`src/design/fhc_pkg.sv`:
```
package fhc_pkg;

  localparam int unsigned HeaderBytes = 17;
  localparam int unsigned CrcSpan     = 16;
  localparam int unsigned CountW      = 17;
  localparam int unsigned CfgIndexW   = 2;
  localparam int unsigned CfgDataW    = 16;

  localparam logic [7:0] CrcPoly = 8'h07;

  localparam logic [CfgIndexW-1:0] CFG_EXPECTED_MAGIC   = 2'd0;
  localparam logic [CfgIndexW-1:0] CFG_EXPECTED_VERSION = 2'd1;

  localparam logic [1:0] STATUS_OK        = 2'd0;
  localparam logic [1:0] STATUS_SHORT     = 2'd1;
  localparam logic [1:0] STATUS_PROTOCOL  = 2'd2;
  localparam logic [1:0] STATUS_CRC_ERROR = 2'd3;

  typedef struct packed {
    logic [7:0] data_byte;
    logic       last_byte;
  } in_t;

  typedef struct packed {
    logic [1:0]  status;
    logic [7:0]  frame_flags;
    logic [7:0]  stream_id;
    logic [15:0] body_len;
    logic [31:0] seq_number;
    logic [31:0] timestamp_us;
  } out_t;

  typedef struct packed {
    logic [15:0] magic;
    logic [7:0]  version;
  } cfg_t;

  function automatic logic [7:0] crc8_byte(input logic [7:0] c, input logic [7:0] b);
    logic [7:0] r;
    r = c ^ b;
    for (int k = 0; k < 8; k++) begin
      if (r[7]) begin
        r = {r[6:0], 1'b0} ^ CrcPoly;
      end else begin
        r = {r[6:0], 1'b0};
      end
    end
    return r;
  endfunction

endpackage

```
`src/design/fhc_parser.sv`:
```
module fhc_parser (
  input  logic          clk,
  input  logic          rst,
  input  logic          accept,
  input  fhc_pkg::in_t  in_data,
  input  fhc_pkg::cfg_t cfg,
  output logic          res_valid,
  output fhc_pkg::out_t res_data
);
  import fhc_pkg::*;

  localparam logic [CountW-1:0] CountMax = {CountW{1'b1}};
  localparam logic [CountW-1:0] HdrCount = CountW'(HeaderBytes);
  localparam logic [CountW-1:0] CrcCount = CountW'(CrcSpan);

  logic [CountW-1:0] byte_count, byte_count_next;
  logic [7:0]        crc_acc, crc_acc_next;
  logic [15:0]       hdr_magic, hdr_magic_next;
  logic [7:0]        hdr_version, hdr_version_next;
  logic [7:0]        hdr_flags, hdr_flags_next;
  logic [7:0]        hdr_stream, hdr_stream_next;
  logic [7:0]        hdr_reserved, hdr_reserved_next;
  logic [15:0]       hdr_length, hdr_length_next;
  logic [31:0]       hdr_seq, hdr_seq_next;
  logic [31:0]       hdr_time, hdr_time_next;
  logic [7:0]        hdr_crc, hdr_crc_next;

  logic [CountW-1:0] payload_pos;
  logic [CountW:0]   need_count;
  logic              crc_en;
  logic [1:0]        status;
  logic [7:0]        b;

  assign b = in_data.data_byte;

  always_comb begin
    hdr_magic_next    = hdr_magic;
    hdr_version_next  = hdr_version;
    hdr_flags_next    = hdr_flags;
    hdr_stream_next   = hdr_stream;
    hdr_reserved_next = hdr_reserved;
    hdr_length_next   = hdr_length;
    hdr_seq_next      = hdr_seq;
    hdr_time_next     = hdr_time;
    hdr_crc_next      = hdr_crc;
    if (byte_count < HdrCount) begin
      case (byte_count[4:0])
        5'd0:    hdr_magic_next[7:0]   = b;
        5'd1:    hdr_magic_next[15:8]  = b;
        5'd2:    hdr_version_next      = b;
        5'd3:    hdr_flags_next        = b;
        5'd4:    hdr_stream_next       = b;
        5'd5:    hdr_reserved_next     = b;
        5'd6:    hdr_length_next[7:0]  = b;
        5'd7:    hdr_length_next[15:8] = b;
        5'd8:    hdr_seq_next[7:0]     = b;
        5'd9:    hdr_seq_next[15:8]    = b;
        5'd10:   hdr_seq_next[23:16]   = b;
        5'd11:   hdr_seq_next[31:24]   = b;
        5'd12:   hdr_time_next[7:0]    = b;
        5'd13:   hdr_time_next[15:8]   = b;
        5'd14:   hdr_time_next[23:16]  = b;
        5'd15:   hdr_time_next[31:24]  = b;
        5'd16:   hdr_crc_next          = b;
        default: ;
      endcase
    end

    payload_pos = byte_count - HdrCount;
    crc_en = (byte_count < CrcCount) ||
             ((byte_count >= HdrCount) && (payload_pos < {1'b0, hdr_length}));
    crc_acc_next = crc_en ? crc8_byte(crc_acc, b) : crc_acc;
    byte_count_next = (byte_count == CountMax) ? byte_count : byte_count + 1'b1;

    need_count = {1'b0, HdrCount} + {2'b00, hdr_length_next};
    if (byte_count_next < HdrCount) begin
      status = STATUS_SHORT;
    end else if (hdr_magic_next != cfg.magic || hdr_version_next != cfg.version ||
                 hdr_reserved_next != 8'd0) begin
      status = STATUS_PROTOCOL;
    end else if ({1'b0, byte_count_next} < need_count) begin
      status = STATUS_PROTOCOL;
    end else if (hdr_crc_next != crc_acc_next) begin
      status = STATUS_CRC_ERROR;
    end else begin
      status = STATUS_OK;
    end

    res_valid = accept && in_data.last_byte;
    res_data  = '0;
    res_data.status = status;
    if (status == STATUS_OK) begin
      res_data.frame_flags  = hdr_flags_next;
      res_data.stream_id    = hdr_stream_next;
      res_data.body_len     = hdr_length_next;
      res_data.seq_number   = hdr_seq_next;
      res_data.timestamp_us = hdr_time_next;
    end
  end

  always_ff @(posedge clk) begin
    if (rst || (accept && in_data.last_byte)) begin
      byte_count   <= '0;
      crc_acc      <= '0;
      hdr_magic    <= '0;
      hdr_version  <= '0;
      hdr_flags    <= '0;
      hdr_stream   <= '0;
      hdr_reserved <= '0;
      hdr_length   <= '0;
      hdr_seq      <= '0;
      hdr_time     <= '0;
      hdr_crc      <= '0;
    end else if (accept) begin
      byte_count   <= byte_count_next;
      crc_acc      <= crc_acc_next;
      hdr_magic    <= hdr_magic_next;
      hdr_version  <= hdr_version_next;
      hdr_flags    <= hdr_flags_next;
      hdr_stream   <= hdr_stream_next;
      hdr_reserved <= hdr_reserved_next;
      hdr_length   <= hdr_length_next;
      hdr_seq      <= hdr_seq_next;
      hdr_time     <= hdr_time_next;
      hdr_crc      <= hdr_crc_next;
    end
  end

endmodule

```
`src/design/fhc_skid.sv`:
```
module fhc_skid (
  input  logic          clk,
  input  logic          rst,
  input  logic          push,
  input  fhc_pkg::out_t push_data,
  output logic          space,
  output logic          out_valid,
  input  logic          out_ready,
  output fhc_pkg::out_t out_data
);
  import fhc_pkg::*;

  logic skid_valid;
  out_t skid_data;

  assign space = !skid_valid;

  always_ff @(posedge clk) begin
    if (rst) begin
      out_valid  <= 1'b0;
      skid_valid <= 1'b0;
    end else if (out_ready || !out_valid) begin
      if (skid_valid) begin
        out_valid  <= 1'b1;
        skid_valid <= 1'b0;
      end else begin
        out_valid <= push;
      end
    end else if (push) begin
      skid_valid <= 1'b1;
    end
  end

  always_ff @(posedge clk) begin
    if (out_ready || !out_valid) begin
      if (skid_valid) begin
        out_data <= skid_data;
      end else if (push) begin
        out_data <= push_data;
      end
    end else if (push) begin
      skid_data <= push_data;
    end
  end

endmodule

```
`src/design/frame_header_check_crc8.sv`:
```
// channel | direction | handshake             | payload
// input   | in        | in_valid / in_ready   | in_data  (data_byte, last_byte)
// output  | out       | out_valid / out_ready | out_data (status and header fields)
// config  | in        | cfg_we                | cfg_index, cfg_data
// One byte is taken per cycle while in_ready is high; header capture and the CRC-8
// update finish in that cycle. A result is registered in out_data, or skid_data if stalled.
// A two-entry output buffer holds results; in_ready drops only while both entries are full.
// Synchronous reset clears frame state, buffer valid flags and configuration to zero.
module frame_header_check_crc8 (
  input  logic                             clk,
  input  logic                             rst,
  input  logic                             in_valid,
  output logic                             in_ready,
  input  fhc_pkg::in_t                     in_data,
  output logic                             out_valid,
  input  logic                             out_ready,
  output fhc_pkg::out_t                    out_data,
  input  logic                             cfg_we,
  input  logic [fhc_pkg::CfgIndexW-1:0]    cfg_index,
  input  logic [fhc_pkg::CfgDataW-1:0]     cfg_data
);
  import fhc_pkg::*;

  cfg_t cfg;
  logic accept;
  logic res_valid;
  out_t res_data;
  logic space;

  assign in_ready = space;
  assign accept   = in_valid && space;

  always_ff @(posedge clk) begin
    if (rst) begin
      cfg <= '0;
    end else if (cfg_we) begin
      case (cfg_index)
        CFG_EXPECTED_MAGIC:   cfg.magic   <= cfg_data;
        CFG_EXPECTED_VERSION: cfg.version <= cfg_data[7:0];
        default: ;
      endcase
    end
  end

  fhc_parser u_parser (
    .clk       (clk),
    .rst       (rst),
    .accept    (accept),
    .in_data   (in_data),
    .cfg       (cfg),
    .res_valid (res_valid),
    .res_data  (res_data)
  );

  fhc_skid u_skid (
    .clk       (clk),
    .rst       (rst),
    .push      (res_valid),
    .push_data (res_data),
    .space     (space),
    .out_valid (out_valid),
    .out_ready (out_ready),
    .out_data  (out_data)
  );

endmodule
```
`config.mk`:
```
export PLATFORM = sky130hd
export DESIGN_NAME = frame_header_check_crc8
export DESIGN_NICKNAME = d
export VERILOG_FILES = /design/src/design/fhc_pkg.sv /design/src/design/fhc_parser.sv /design/src/design/fhc_skid.sv /design/src/design/frame_header_check_crc8.sv
export SDC_FILE = /design/constraint.sdc
export NUM_CORES = 1
export LEC_CHECK = 0
export ABC_AREA = 1
export CORE_ASPECT_RATIO = 1.25
export CORE_UTILIZATION = 46
export CTS_CLUSTER_DIAMETER = 100
export DETAILED_ROUTE_END_ITERATION = 6
export DONT_BUFFER_PORTS = 1
export GPL_TIMING_DRIVEN = 0
export PLACE_DENSITY = 0.7
export SLEW_MARGIN = 20
export SYNTH_ARGS = -nofsm -noshare
export SYNTH_HDL_FRONTEND = slang
export SYNTH_SLANG_ARGS = --single-unit
```
`constraint.sdc`:
```
create_clock -name clk -period 13.8 [get_ports clk]
set_clock_uncertainty 0.15 [all_clocks]
set_input_delay 1.38 -clock clk [delete_from_list [all_inputs] [get_ports clk]]
set_output_delay 1.38 -clock clk [all_outputs]
set_load 0.03 [all_outputs]
```
==> flow_summary.ini, run 1 <==
[critical_path]
endpoint_kind = register
cp.required_ns = 13.94
critPathArrivalTime_ns = 6.86
cp_slowest_cell = clkbuf_1
critPathMostFrequentCell = nand2_1
critPathKind = input pin to register
path_max_fanout = 10
critical_path.max_stage_delay_ns = 0.51
start_kind = input pin

[synth]
synth_cells = 2357
synth_top_family_by_area = simple AND/OR/NAND/NOR gates
yosysUniqueCellTypes = 42
ys_ff_latch = 383
yosys.area_share.simple = 0.213
synth_compound_area_frac = 0.142
yosys_warnings = 0
yosys-mux-area-fraction = 0.00845
syn_area_sq_um = 18900
synthXorXnorAreaFrac = 0.0310
syn_nets = 2426
synth-adder-area-share = 0.0244
syn-mean-instance-area_sq_um = 8.04
ys_seq_area_frac = 0.508

[placement]
dpl-instance-area_sq_um = 19800
hpwlAfterDp_um = 38600
io_buffer_count = 0
place_congestion = 0.960
place_inst = 2911

[timing]
period_minus_slack_ns = 6.71
fin_setup_tns_ns = 0
hold_viol_final = 0
rsz0062_at_grt = no
worstMarginPinSlew_ns = 1.14
drv_slew = 0
period_share = 0.487
setup_violations = 0
maxSlewHeadroom = 0.229
clock.fmax_mhz = 149

[routing]
final_antenna_net_count = 0
num_vias = 16200
drc = 0
via_per_inst = 5.43
drtPass1Iterations = 6
drt_wl_total_um = 53800
routedWlPerCell_um = 18.0
drt_first_iter_violations = 1370

[floorplanning]
rows = 82
core_region_area_sq_um = 40300
initial_core_util = 0.470
die_x_um = 184
die_area_sq_um = 42000
die_h_um = 229
io_pins = 132

[layout]
syn2layout_area_growth_pct = 11.4
fin_cells = 2983
diodes = 0
drive_gt1_frac = 0.0587
final_cell_mix = nand2_1, nor2_1, o21ai_0
final_common_cell = nand2_1
final_area_sq_um = 21100
final_nets = 2475

[clocking]
insertion_delay_ns = 0.55
cts_buffers = 39
cts_num_sinks = 383
cts_resized = 0
path_clk_slew_ns = 0.06
clk_path_buf_depth = 3
htreeDepth = 2
clockRootBuffer = clkbuf_16
cts_hold_buf = 0
cts_tree = built
postCtsSetupBuffers = 0

[grt]
antenna_found_initial = 0
grt_pass1_vias = 15200
grt_pass1_wl_um = 82600
grt_max_degree = 33
overflow = 0
grtUsageTotal = 0.252

[run_status]
status = finished, final reports clean

[run]
drv_cap = 0

[power_and_ir_drop]
p_leak_nw = 8.28
power_density_nw_per_um2 = 130
peakVddDrop_uv = 89.3

[hold_path]
hold_path.class = register to register
[logic make-up (layout without fill, tap and decap cells)]
group                    Yosys count  count (layout)
multiplexers                      16              16
adder cells (fa/ha/maj)           37              37
XOR/XNOR                          67              67
AO/OA/AOI/OAI                    525             525
AND/OR/NAND/NOR                  993             993
buffers and inverters            336             416
flip-flops                       383             383
[flip-flops by register name, indices dropped and copies added, names as in the netlist, 8 cells and up]
name,count
cfg,24
u_parser.byte_count,17
u_parser.crc_acc,8
u_parser.hdr_crc,8
u_parser.hdr_flags,8
u_parser.hdr_length,16
u_parser.hdr_magic,16
u_parser.hdr_reserved,8
u_parser.hdr_seq,32
u_parser.hdr_stream,8
u_parser.hdr_time,32
u_parser.hdr_version,8
u_skid.out_data,98
u_skid.skid_data,98
[worst max-delay path, delay by kind of cell]
kind / cells / cell delay, ns
simple gates: 16 / 2.44
buf+inv: 5 / 1.37
compound gates: 4 / 1.14
fa+ha+maj: 2 / 0.50
[where the power goes]
part	total [mW]	internal, mW	switching [mW]
Sequential	1.29	1.24	0.0513
Clock	1.06	0.606	0.457
Combinational	0.387	0.122	0.265
Total	2.74	1.97	0.773
[stage by stage]
step	power (mW)	hold slack (ns)	utilization	setup slack, ns
finish	2.74	0.320	0.524	7.09
detailed placement	1.70	0.311	0.492	6.59
global placement	1.68	0.308	0.487	5.04
floorplan	1.59	0.285	-	7.28
global route	2.84	0.341	0.524	6.77
CTS	2.75	0.321	0.524	7.16
[routing by layer]
metal / up-vias / track usage / routed length (um) / share of wire
met2: 635 / 0.434 / 26300 / 0.49
met1: 7563 / 0.316 / 22100 / 0.41
li1: 7866 / - / - / -
met4: 0 / 0.101 / 1960 / 0.036
met3: 133 / 0.0365 / 3410 / 0.063
met5: - / 0 / 0 / 0
[synthesized netlist by cell type (all sizes together)]
library cell    n  area [sq um]
a2111oi         1          8.76
a211oi          1          7.51
a21boi          1          7.51
a21o            1          7.51
a21oi         229          1150
a31oi           1          6.26
and3            2          12.5
buf            40           273
clkbuf         90           339
clkinv          6          22.5
dfxtp         187          3740
edfxtp        196          5890
ha             37           463
inv           200           751
mux2i          16           160
nand2         558          2110
nand3          63           320
nand3b          4          42.5
nand4          15           100
nor2          329          1340
nor3           19          95.1
nor3b           1          7.51
nor4            2          12.5
o211ai         12          90.1
o21a            3          22.5
o21ai         276          1390
xnor2          18           158
xor2           49           429
[path summary, 6_finish.rpt]
path / cells after the start / startpoint / endpoint / slack [ns]
setup / recovery: 27 / in_data[1] / u_skid.out_data[66] / 7.09
hold / removal: 2 / cfg[22] / cfg[22] / 0.32
setup reg to reg: 31 / u_parser.byte_count[7] / u_skid.out_data[66] / 7.17
hold reg to reg: 2 / cfg[22] / cfg[22] / 0.32
[layout make-up]
cell class / instances / area (sq um)
Buffer: 130 / 612
Multi-Input combinational cell: 1638 / 7950
Inverter: 206 / 773
Fill cell: 3690 / 19200
Clock buffer: 58 / 1120
Clock inverter: 14 / 158
Tap cell: 546 / 683
Timing Repair Buffer: 8 / 190
Sequential cell: 383 / 9630
Note: power is estimated with default switching activity, not from simulation.
==> inputs of run 2 (changes only) <==
clock period = 6.84 ns   (was 13.8 ns; I/O delays follow)
==> flow_summary.ini, run 2 (same netlist as run 1, synthesis figures left out) <==
[critical_path]
endpoint_kind = register
critPathMostFrequentCell = nand2_1
critical_path.max_stage_delay_ns = 0.48
worst-path-buf-inv = 5
cp.required_ns = 6.98
critPathArrivalTime_ns = 6.64
start_kind = register
critPathKind = register to register
cp_slowest_cell = dfxtp_1
path_max_fanout = 10
critPathTopFamily = simple AND/OR/NAND/NOR gates

[grt]
antenna_found_initial = 0
grt_pass1_vias = 15200
met1_usage = 0.316
grtUsageTotal = 0.252
grt_pass1_wl_um = 82600
overflow = 0
gr-usage-met2 = 0.434
grt_use_met3 = 0.0365
grt_max_degree = 33
gr-max-usage-layer = met2

[power_and_ir_drop]
p_switching_mw = 1.56
clock_power_share = 0.388
p_leak_nw = 8.29
netSwitchingFraction = 0.282
power_density_nw_per_um2 = 262
p_total_mw = 5.53
p_int_mw = 3.97
peakVddDrop_uv = 181
combPwrFrac = 0.141
p_seq_frac = 0.471

[clocking]
htreeDepth = 2
cts_resized = 0
cts_tree = built
clk_path_buf_depth = 3
insertion_delay_ns = 0.55
cts_hold_buf = 0
cts_buffers = 39
clockRootBuffer = clkbuf_16
postCtsSetupBuffers = 0
cts_num_sinks = 383
path_clk_slew_ns = 0.07

[layout]
reg.largest.list = u_skid.out_data: 98 flops, u_skid.skid_data: 98 flops
final_cell_mix = nand2_1, nor2_1, o21ai_0
final_area_sq_um = 21100
syn2layout_area_growth_pct = 11.5
drive_gt1_frac = 0.0595
final_common_cell = nand2_1
diodes = 0
final_util = 0.524
final_nets = 2475

[routing]
final_antenna_net_count = 0
via_per_inst = 5.42
routedWlPerCell_um = 18.0
drtPass1Iterations = 7
drt_wl_total_um = 53800
drc = 0
drt_first_iter_violations = 1391
num_vias = 16200

[floorplanning]
die_area_sq_um = 42000
initial_core_util = 0.470
die_x_um = 184
io_pins = 132
core_region_area_sq_um = 40300
rows = 82
die_h_um = 229

[run]
drv_cap = 0

[timing]
maxSlewHeadroom = 0.318
drv_slew = 0
hold_viol_final = 0
worstMarginPinSlew_ns = 1.02
rsz0062_at_grt = no
clock.fmax_mhz = 154
period_share = 0.950
setup_violations = 0
period_minus_slack_ns = 6.50

[hold_path]
hold_path.class = input pin to register

[run_status]
status = finished, final reports clean

[placement]
place_congestion = 0.960
io_buffer_count = 0
dpl-instance-area_sq_um = 19800
hpwlAfterDp_um = 38600
## run 2: cell counts in the layout (fill, tap and decap cells not counted)
No cell type changed its count.
## run 2: area by class of cell
type / count / area [sq um]
fill: 3690 / 19200
sequential: 383 / 9630
multi-input combinational: 1638 / 7950
clock buffer: 58 / 1120
inverter: 206 / 773
tap: 546 / 683
buffer: 130 / 614
timing repair buffer: 8 / 190
clock inverter: 14 / 158
## run 2: metrics by stage
step	worst slack (ns)	hold slack, ns	cells	setup TNS, ns
after floorplan	1.02	0.285	2357	0
after global placement	-1.75	0.308	2903	-313.15
after detailed placement	0.313	0.311	2911	0
after CTS	0.308	0.0557	2983	0
after global routing	0.0871	0.0578	2983	0
final	0.342	0.0658	2983	0
## run 2: per-layer routing
layer / up-vias / wire [um]
met5: - / 0
met1: 7578 / 22100
met4: 0 / 1940
met2: 601 / 26400
met3: 134 / 3350
li1: 7862 / -
## run 2: path summary, 6_finish.rpt
path / from / end / slack (ns) / cells after the start
setup / recovery: u_parser.byte_count[0] / u_skid.out_data[66] / 0.34 / 33
hold / removal: rst / u_skid.out_valid / 0.07 / 1
setup reg to reg: u_parser.byte_count[0] / u_skid.out_data[66] / 0.34 / 33
hold reg to reg: cfg[22] / cfg[22] / 0.32 / 2
## run 2: power by group through the flow
stage               sequential, mW  combinational [mW]  clock [mW]
floorplan                     2.64               0.556           0
global placement              2.66               0.736           0
detailed placement            2.65               0.767           0
CTS                           2.61               0.772        2.17
global route                  2.62               0.870        2.25
finish                        2.61               0.781        2.15
